File: src/rtl/vgrt_pkg.sv
// ---------------------------------------------------------------------------
// vgrt_pkg: shared constants, codes and types
// Grid geometry, item and status codes, controller/datapath interface.
// ---------------------------------------------------------------------------
package vgrt_pkg;

   localparam int CHUNK_SIDE = 16;
   localparam int GRID_SIDE  = 4;
   localparam int CHUNK_BITS = $clog2(CHUNK_SIDE);
   localparam int GRID_BITS  = $clog2(GRID_SIDE);
   localparam int WIN_BITS   = CHUNK_BITS + GRID_BITS;
   localparam int NCHUNK     = GRID_SIDE * GRID_SIDE * GRID_SIDE;
   localparam int CI_W       = 3 * GRID_BITS;
   localparam int ADDR_W     = 3 * WIN_BITS;
   localparam int DEPTH      = 1 << ADDR_W;
   localparam int CELL_W     = 18;
   localparam int REL_W      = CELL_W + 1;
   localparam int TM_W       = 33;
   localparam logic [TM_W-1:0] T_INF = {1'b1, {(TM_W-1){1'b0}}};

   localparam logic [1:0] KIND_WRITE = 2'd0;
   localparam logic [1:0] KIND_LOAD  = 2'd1;
   localparam logic [1:0] KIND_RAY   = 2'd2;

   localparam logic [1:0] ST_HIT  = 2'd0;
   localparam logic [1:0] ST_OUT  = 2'd1;
   localparam logic [1:0] ST_MAXD = 2'd2;

   localparam logic [1:0] AX_NONE = 2'd0;

   localparam logic [1:0] CSR_ORG_X = 2'd0;
   localparam logic [1:0] CSR_ORG_Y = 2'd1;
   localparam logic [1:0] CSR_ORG_Z = 2'd2;

   // divider jobs: three reciprocals, then three first boundaries
   localparam logic [2:0] DIV_LAST = 3'd5;

   typedef struct packed {
      logic       accept;
      logic       clear;
      logic       wr_voxel;
      logic       wr_load;
      logic       div_start;
      logic       div_take;
      logic [2:0] div_sel;
      logic       look;
      logic       check;
      logic       end_mul;
      logic       end_add;
      logic [1:0] end_axis;
   } vgrt_cmd_type;

   typedef struct packed {
      logic clear_done;
      logic div_done;
      logic stop;
   } vgrt_sts_type;

endpackage

File: src/rtl/vgrt_ctrl.sv
// ---------------------------------------------------------------------------
// vgrt_ctrl: sequencer
// Clears the store after reset, dispatches items and steps the ray walk.
// ---------------------------------------------------------------------------
module vgrt_ctrl import vgrt_pkg::*; (
   input  logic         clock,
   input  logic         reset,
   input  logic         start,
   input  logic [1:0]   req_kind,
   input  vgrt_sts_type sts,
   output vgrt_cmd_type cmd,
   output logic         busy,
   output logic         rsp_valid
);

   typedef enum logic [3:0] {
      S_CLEAR, S_IDLE, S_WRITE, S_LOAD, S_DIV_GO, S_DIV_WAIT,
      S_LOOK, S_CHECK, S_MUL, S_ADD, S_RSP
   } state_type;

   state_type  state_ff;
   logic [2:0] sel_ff;
   logic [1:0] axis_ff;
   logic       busy_ff;
   logic       rsp_valid_ff;

   always_comb begin
      cmd           = '0;
      cmd.div_sel   = sel_ff;
      cmd.end_axis  = axis_ff;
      cmd.accept    = (state_ff == S_IDLE) && start;
      cmd.clear     = (state_ff == S_CLEAR);
      cmd.wr_voxel  = (state_ff == S_WRITE);
      cmd.wr_load   = (state_ff == S_LOAD);
      cmd.div_start = (state_ff == S_DIV_GO);
      cmd.div_take  = (state_ff == S_DIV_WAIT) && sts.div_done;
      cmd.look      = (state_ff == S_LOOK);
      cmd.check     = (state_ff == S_CHECK);
      cmd.end_mul   = (state_ff == S_MUL);
      cmd.end_add   = (state_ff == S_ADD);
   end

   always_ff @(posedge clock) begin
      if (reset) begin
         state_ff     <= S_CLEAR;
         sel_ff       <= '0;
         axis_ff      <= '0;
         busy_ff      <= 1'b1;
         rsp_valid_ff <= 1'b0;
      end else begin
         rsp_valid_ff <= 1'b0;
         unique case (state_ff)
            S_CLEAR: begin
               if (sts.clear_done) begin
                  state_ff <= S_IDLE;
                  busy_ff  <= 1'b0;
               end
            end
            S_IDLE: begin
               if (start) begin
                  priority case (req_kind)
                     KIND_WRITE: begin
                        state_ff <= S_WRITE;
                        busy_ff  <= 1'b1;
                     end
                     KIND_LOAD: begin
                        state_ff <= S_LOAD;
                        busy_ff  <= 1'b1;
                     end
                     KIND_RAY: begin
                        state_ff <= S_DIV_GO;
                        sel_ff   <= '0;
                        busy_ff  <= 1'b1;
                     end
                     default: ;
                  endcase
               end
            end
            S_WRITE, S_LOAD: begin
               state_ff <= S_IDLE;
               busy_ff  <= 1'b0;
            end
            S_DIV_GO: state_ff <= S_DIV_WAIT;
            S_DIV_WAIT: begin
               if (sts.div_done) begin
                  if (sel_ff == DIV_LAST) begin
                     state_ff <= S_LOOK;
                  end else begin
                     sel_ff   <= sel_ff + 3'd1;
                     state_ff <= S_DIV_GO;
                  end
               end
            end
            S_LOOK: state_ff <= S_CHECK;
            S_CHECK: begin
               if (sts.stop) begin
                  state_ff <= S_MUL;
                  axis_ff  <= '0;
               end else begin
                  state_ff <= S_LOOK;
               end
            end
            S_MUL: state_ff <= S_ADD;
            S_ADD: begin
               if (axis_ff == 2'd2) begin
                  state_ff     <= S_RSP;
                  rsp_valid_ff <= 1'b1;
               end else begin
                  axis_ff  <= axis_ff + 2'd1;
                  state_ff <= S_MUL;
               end
            end
            S_RSP: begin
               state_ff <= S_IDLE;
               busy_ff  <= 1'b0;
            end
            default: state_ff <= S_IDLE;
         endcase
      end
   end

   assign busy      = busy_ff;
   assign rsp_valid = rsp_valid_ff;

endmodule

File: config.mk
export PLATFORM = sky130hd
export DESIGN_NAME = vgrt_ctrl
export DESIGN_NICKNAME = d
export VERILOG_FILES = /design/src/rtl/vgrt_pkg.sv /design/src/rtl/vgrt_ctrl.sv
export SDC_FILE = /design/constraint.sdc
export NUM_CORES = 1
export LEC_CHECK = 0
export BUFFER_PORTS_ARGS = -buffer_cell sky130_fd_sc_hd__buf_2
export CAP_MARGIN = 20
export CORE_ASPECT_RATIO = 0.6
export CORE_MARGIN = 1
export CORE_UTILIZATION = 30
export CTS_CLUSTER_SIZE = 24
export DETAILED_ROUTE_END_ITERATION = 6
export GPL_TIMING_DRIVEN = 1
export PLACE_DENSITY = 0.57
export SYNTH_ARGS = -nofsm -noshare
export SYNTH_HDL_FRONTEND = slang
export SYNTH_SLANG_ARGS = --single-unit
export TNS_END_PERCENT = 30
File: constraint.sdc
create_clock -name clock -period 1.45 [get_ports clock]
set_clock_uncertainty 0.1 [all_clocks]
set_input_delay 0.3625 -clock clock [delete_from_list [all_inputs] [get_ports clock]]
set_output_delay 0.3625 -clock clock [all_outputs]
set_load 0.02 [all_outputs]
======== Yosys cells after proc, flatten, opt, wreduce, memory -nomap -nowiden ========
Cells that the tools add are included.
word-level totals
  register bits after elaboration ......... 11
  input port bits ......................... 8
  output and inout bits ................... 17
  word-level logic and storage cells ...... 66
operators by class
  add/subtract/negate cells ............... 2
  equality and inequality tests ........... 23
  mux-type cells .......................... 21
  bitwise logic cells ..................... 1
  reductions and logical operators ........ 14
operators by type and width
  kind                                                    number
  case mux 4 bit (8 select lines)                         1
  == test 4 x 3 -> 1 bit (second input constant)          4
  two-way mux 4 bit                                       4
  inequality test 2 bit (second input constant)           7
  == test 4 bit (second input constant)                   3
  two-way mux 3 bit                                       4
  case mux 4 bit (3 select lines)                         1
  == test 4 x 2 -> 1 bit (second input constant)          2
  two-way mux 2 bit                                       4
  AND reduction 4 bit                                     2
  case mux 3 bit (2 select lines)                         1
  OR reduction 3 bit                                      2
  AND reduction 5 bit                                     1
  == test 2 bit (second input constant)                   2
  == test 4 x 1 -> 1 bit (second input constant)          1
  zero test 4 bit                                         1
  two-way mux 1 bit                                       4
  inequality test 4 x 1 -> 1 bit (second input constant)  1
  case mux 2 bit (2 select lines)                         1
  nonzero test 2 bit                                      2
  adder 3 x 1 -> 3 bit (second input constant)            1
  == test 3 bit (second input constant)                   1
  case mux 1 bit (3 select lines)                         1
  AND reduction 3 bit                                     1
  8 further kinds                                         9

======== Longest topological paths before layout ========
Gate-level depths: netlist (run 1).
  depth after elaboration ................. 5
  depth in mapped cells ................... 6
  depth with buffers taken out ............ 6

======== Worst setup path after synthesis (run 1) ========
No wires, ideal clock.
  path type ............................... reg-to-output
  start point ............................. register state_ff[3]
  end point ............................... output cmd[3] (netlist name)
  arrival ................................. 1,476 ps
  required time ........................... 988 ps
  path slack .............................. -489 ps
  cell stages (with the launch flop) ...... 4
  buffers on the path ..................... 2
  cell sequence ........................... dfxtp_1 > buf_2 > buf_2 > nor4b_1
RTL lines
  element                 RTL line         RTL
  start, declared         vgrt_ctrl.sv:21  state_type state_ff;
  start signal, assigned  vgrt_ctrl.sv:45  state_ff <= S_CLEAR;
  start signal, assigned  vgrt_ctrl.sv:55  state_ff <= S_IDLE;
  start signal, assigned  vgrt_ctrl.sv:63  state_ff <= S_WRITE;
  end, declared           vgrt_ctrl.sv:11  output vgrt_cmd_type cmd,

==> metrics.csv, run 1 <==
stage,metric,value,unit
sta,setup TNS,-2.83,ns
synthesis,top cell type's share of synthesized area,27.2,%
status,run status,"complete, but fails checks",
sta,Slew HR,76.5,%
floorplanning,Die Y,42.3,µm
synthesis,number of synthesized flops with an enable pin,0,
power,NetSw,0.230,mW
synthesis,Syn Std Cell Area,811,µm²
layout,layout cells sized above 1,62.1,%
power,Switching Fraction,27.7,%
global_route,GRT Overall Usage,19.7,%
clock_network,CTS sink count,11,
setup_path,crit path max fanout,6,
sta,RSZ-0062 raised after global routing,true,
layout,Nets,165,
route,Initial DRT Pass Iterations,6,
flow_run,max-cap viol count,0,
layout,cell area after layout,0.00144,mm²
global_route,global routing usage on met3,6.01,%
setup_path,WP buf/inv,1,
clock_network,Clock Tree Root,clkbuf_8,
power,Clock Power Share,38.4,%
synthesis,#FFs+latches synth,11,
global_route,routing usage on met2,30.7,%
synthesis,register area share after synthesis,27.2,%
route,Via density,5.34,
clock_network,worst skew pair latency,0.24,ns
synthesis,Ys Warns,0,
route,drc violations,0,
floorplanning,Die ar.,0.00292,mm²
layout,diodes inserted,0,
sta,final worst slack,-0.280,ns
sta,worst hold slack,0.308,ns
clock_network,CTS tree,yes,
power,VDD IR max,407,µV
setup_path,Critical Path Sink Type,primary output,
synthesis,Async SR Flop Fraction,0,%
placed_design,IO Port Bufs,24,
clock_network,Num CTS Buffers,3,
setup_path,CP peak stage delay,0.37,ns
layout,Filler cells,216,
synthesis,prevailing post-synth register cell,dfxtp_1,
placed_design,Placed Cells incl. Taps,174,
global_route,met1 Usage GRT,26.1,%
global_route,GR peak layer,met2,
global_route,initial antenna violation count,0,
power,Total Power,0.832,mW
sta,Final Hold Fails,0,
synthesis,Synth Instances,103,
route,Post-DRT Antenna Nets,0,
layout,most frequent cells in the layout,"buf_4, buf_2, buf_6",
setup_path,critical path data arrival time,1.27,ns
floorplanning,Initial Util,31.9,%
clock_network,Max Buffers Root-to-Sink,2,
placed_design,GPL Wtd Cong,0.826,
synthesis,Yosys cell types,40,
route,DR vias,988,
layout,multi-input logic area,676,µm²
layout,Non-Filler Instances,185,
worst_hold_path,HP Class,primary input to flip-flop,
placed_design,post-detail-place hpwl,1900,µm
clock_network,H-tree levels,1,
route,1st-iter DRT viols,46,
sta,worst-margin pin slew,0.352,ns
placed_design,Setup WS pre-CTS,-0.209,ns
global_route,largest net degree at the start of global routing,14,
clock_network,cts hold-fix bufs,0,
sta,final worst-path cycle share,119,%
clock_network,Clock Pin Slew Worst Setup and Hold Paths,0.05,ns
setup_path,Worst EP required,0.99,ns
global_route,grt ovf,0,
power,Lkg Pwr,0.596,nW
power,Internal,0.602,mW
setup_path,CP max stage cell,dfxtp_4,
layout,Reg area,234,µm²
global_route,vias in the first global route,937,
power,sequential share of power,37.7,%
floorplanning,Die Wd,69.1,µm
layout,Final Util,56.6,%
global_route,first-pass GRT wire length,4480,µm
sta,fmax,578,MHz
setup_path,CP Class,flip-flop to primary output,
layout,"most common cell after layout, fill and taps aside",buf_4,
setup_path,"Critical Path, Cell by Cell",nor4b_4 > and2_4 > buf_6,
power,Power Dens Cells,579,mW/mm²
floorplanning,row count,14,
status,failing checks,negative setup slack,
route,WL final,2700,µm
setup_path,Worst Setup Start Kind,flip-flop,
synthesis,post-synth net total,114,
floorplanning,core area,0.00254,mm²
setup_path,crit-path leading delay family,simple AND/OR/NAND/NOR gates,
route,wire length per cell,14.6,µm
floorplanning,Ports,25,
layout,Area growth syn-to-layout,77.2,%
sta,final setup fails,19,
synthesis,largest cells by area after synthesis,"dfxtp_1, a21oi_1, ha_1",
sta,fin. max-slew vios,0,
synthesis,Yosys top cell by area,dfxtp_1,
synthesis,Avg Inst Size Synth,7.87,µm²
placed_design,Area after DPL,0.00117,mm²
power,combinational share of power,23.9,%
sta,Final Critical Period,1.73,ns
[power by group through the flow]
stage | registers (mW) | clock network [mW] | logic, mW
floorplan | 0.326 | 0 | 0.0928
global placement | 0.324 | 0 | 0.155
CTS | 0.314 | 0.327 | 0.180
detailed placement | 0.325 | 0 | 0.156
finish | 0.314 | 0.320 | 0.199
global route | 0.315 | 0.339 | 0.211
[cells in the mapped netlist (2+ instances only)]
library cell,count
dfxtp_1,11
a31o_2,2
ha_1,3
o32ai_1,2
nand3_1,5
nand2b_1,4
or3_1,2
nor4_1,3
clkbuf_1,2
inv_1,6
nand2_1,6
nor3_1,4
o21ai_0,3
a31oi_1,2
and2_1,2
a21oi_1,9
nor4b_1,2
buf_2,6
nor2_1,7
nor2b_1,2
[metal layers]
| metal | vias to the layer above | wire [µm] |
|---|---|---|
| met4 | 0 | 35 |
| met5 | - | 0 |
| met3 | 7 | 141 |
| met2 | 26 | 1200 |
| li1 | 484 | - |
| met1 | 471 | 1330 |
[state kept, by name, indices dropped and copies added, names as in the netlist]
signal / flops
axis_ff: 2
busy: 1
rsp_valid: 1
sel_ff: 3
state_ff: 4
[path summary, 6_finish.rpt]
| path | startpoint | endpoint | slack, ns | cells past startpoint |
|---|---|---|---|---|
| min | sts[1] | state_ff[2] | 0.31 | 2 |
| min reg2reg | axis_ff[1] | axis_ff[1] | 0.44 | 1 |
| max reg2reg | state_ff[1] | sel_ff[1] | -0.16 | 6 |
| max | state_ff[1] | cmd[14] | -0.28 | 3 |
[what timing repair did]
action / 4_1_cts / 5_1_grt
buffers inserted: 1 / 6
pin swaps: 11 / 6
setup endpoints to repair: 19 / 19
resized for setup: 34 / 12
[cells by family after synthesis]
logic type                 share of synthesized area (%)
adders and majority gates                           4.63
DFF                                                 27.2
and+or+nand+nor                                     36.4
AOI/OAI and AO/OA                                   23.0
buffers and inverters                               8.80
[final cells by class]
cell class | instances | share of cell area, %
Clock buffer | 4 | 3.14
Tap cell | 32 | 2.79
Timing Repair Buffer | 55 | 29.2
Inverter | 6 | 1.57
Multi-Input combinational cell | 77 | 47.0
Sequential cell | 11 | 16.3
(Power assumes the default switching activity.)
==> inputs of run 2 (changes only) <==
PLACE_DENSITY = 0.52   (was 0.57)
==> run 2 against run 1 <==
The flow still finishes with violations (negative setup slack). First-iteration DRC count fell by 46%. Clock power about the same. Highest routed layer unchanged. Hold slack got worse by 0.026 ns. Count of clock-buffer cells in the layout did not move. Register-to-register slack better by 0.03 ns. Power fell by 1.1%. Wire length decreased by 5.7%. Via count is 0.10% higher. Flip-flop and latch count is the same. Critical path type unchanged.
==> metrics.csv, run 2 (synthesis results as in run 1) <==
stage,metric,value,unit
layout,"most common cell after layout, fill and taps aside",buf_4,
floorplanning,Die Y,42.3,µm
power,Lkg Pwr,0.626,nW
clock_network,Clock Pin Slew Worst Setup and Hold Paths,0.06,ns
clock_network,CTS tree,yes,
global_route,first-pass GRT wire length,4170,µm
worst_hold_path,WHS Endpoint,state_ff[2],
layout,Filler cells,229,
route,drc violations,0,
sta,fin. max-slew vios,0,
power,NetSw,0.224,mW
global_route,GRT Overall Usage,18.3,%
clock_network,worst skew pair latency,0.24,ns
floorplanning,core area,0.00254,mm²
sta,worst-margin pin slew,0.346,ns
layout,Final Util,58.5,%
clock_network,cts hold-fix bufs,0,
route,Initial DRT Pass Iterations,4,
sta,Final Hold Fails,0,
clock_network,H-tree levels,1,
layout,most frequent cells in the layout,"buf_4, buf_6, buf_2",
placed_design,IO Port Bufs,24,
power,VDD IR max,306,µV
flow_run,max-cap viol count,0,
route,Via density,5.18,
floorplanning,Die ar.,0.00292,mm²
setup_path,Critical Path Sink Type,primary output,
sta,RSZ-0062 raised after global routing,true,
floorplanning,Initial Util,31.9,%
sta,final worst slack,-0.240,ns
setup_path,R2R cell count,7,
layout,biggest registers after layout,"state_ff: 4 flops, sel_ff: 3 flops, axis_ff: 2 flops",
route,1st-iter DRT viols,25,
sta,setup TNS,-1.96,ns
status,run status,"complete, but fails checks",
layout,Nets,171,
sta,Final Critical Period,1.69,ns
worst_hold_path,hold depth,2,
setup_path,CP Class,flip-flop to primary output,
setup_path,critical path data arrival time,1.23,ns
floorplanning,Die Wd,69.1,µm
placed_design,Placed Cells incl. Taps,176,
global_route,grt ovf,0,
power,combinational share of power,22.7,%
global_route,vias in the first global route,890,
setup_path,R2R setup slack,-0.13,ns
power,Total Power,0.823,mW
layout,cell area after layout,0.00149,mm²
worst_hold_path,Hold Crit Start,sts[1],
layout,layout cells sized above 1,61.0,%
layout,Biggest register,state_ff,
sta,fmax,592,MHz
setup_path,Worst Setup Start Kind,flip-flop,
layout,Non-Filler Instances,191,
sta,worst hold slack,0.282,ns
power,sequential share of power,38.3,%
placed_design,Area after DPL,0.00118,mm²
route,wire length per cell,13.3,µm
placed_design,post-detail-place hpwl,1730,µm
placed_design,Setup WS pre-CTS,-0.165,ns
layout,Area growth syn-to-layout,83.2,%
setup_path,Worst EP required,0.99,ns
clock_network,Num CTS Buffers,3,
route,Post-DRT Antenna Nets,0,
setup_path,Worst R2R End,busy,
route,WL final,2550,µm
route,DR vias,989,
layout,max reg flops,4,
clock_network,Clock Tree Root,clkbuf_8,
power,Clock Power Share,39.0,%
status,failing checks,negative setup slack,
floorplanning,Ports,25,
clock_network,CTS sink count,11,
power,Switching Fraction,27.3,%
global_route,largest net degree at the start of global routing,14,
setup_path,RR Startpoint,state_ff[1],
sta,final setup fails,13,
worst_hold_path,HP Class,primary input to flip-flop,
layout,diodes inserted,0,
floorplanning,row count,14,
placed_design,GPL Wtd Cong,0.775,
sta,final worst-path cycle share,117,%
power,Power Dens Cells,554,mW/mm²
power,Internal,0.598,mW
clock_network,Max Buffers Root-to-Sink,2,
setup_path,crit path max fanout,8,
global_route,initial antenna violation count,0,
sta,Slew HR,76.9,%
## run 2: worst max-delay path by stage
stage                      from          end  cells past startpoint
global placement    state_ff[3]      cmd[14]                      3
finish              state_ff[1]      cmd[13]                      3
detailed placement  state_ff[2]  state_ff[2]                      4
CTS                 state_ff[3]      cmd[13]                      3
floorplan           state_ff[3]      cmd[11]                      3
global route        state_ff[1]      cmd[13]                      3
## run 2: critical path, stage by stage, from the launching register on
cell     delay [ns]
dfxtp_4        0.38
buf_6          0.14
nor4_4         0.28
buf_4          0.19
## run 2: what timing repair did
| item | in CTS | in global routing |
|---|---|---|
| buffers inserted | 7 | 4 |
| endpoints found under the setup margin | 20 | 20 |
| pin swaps | 10 | 3 |
| resized for setup | 36 | 15 |
## run 2: routing by layer
| layer | wire, µm | part of all wire [%] | vias to the layer above | track usage (%) |
|---|---|---|---|---|
| li1 | - | - | 495 | - |
| met1 | 1170 | 46 | 471 | 23.6 |
| met2 | 1250 | 49 | 19 | 30.5 |
| met3 | 112 | 4.4 | 4 | 6.25 |
| met4 | 13 | 0.51 | 0 | 2.45 |
| met5 | 0 | 0 | - | 0 |
## run 2: power by group through the flow
stage / clock network, mW / registers, mW / logic [mW]
6_report: 0.320 / 0.315 / 0.187
3_3_place_gp: 0 / 0.326 / 0.143
4_1_cts: 0.327 / 0.315 / 0.169
2_1_floorplan: 0 / 0.326 / 0.0928
5_1_grt: 0.351 / 0.317 / 0.200
3_5_place_dp: 0 / 0.326 / 0.143
## run 2: layout make-up
| cell class | count | area [µm²] | area share, % |
|---|---|---|---|
| inverters | 6 | 22.5 | 1.52 |
| well taps | 32 | 40.0 | 2.70 |
| repair buffers | 61 | 487 | 32.8 |
| multi-input cells | 77 | 654 | 44.1 |
| flip-flops and latches | 11 | 236 | 15.9 |
| clock buffers | 4 | 45.0 | 3.03 |
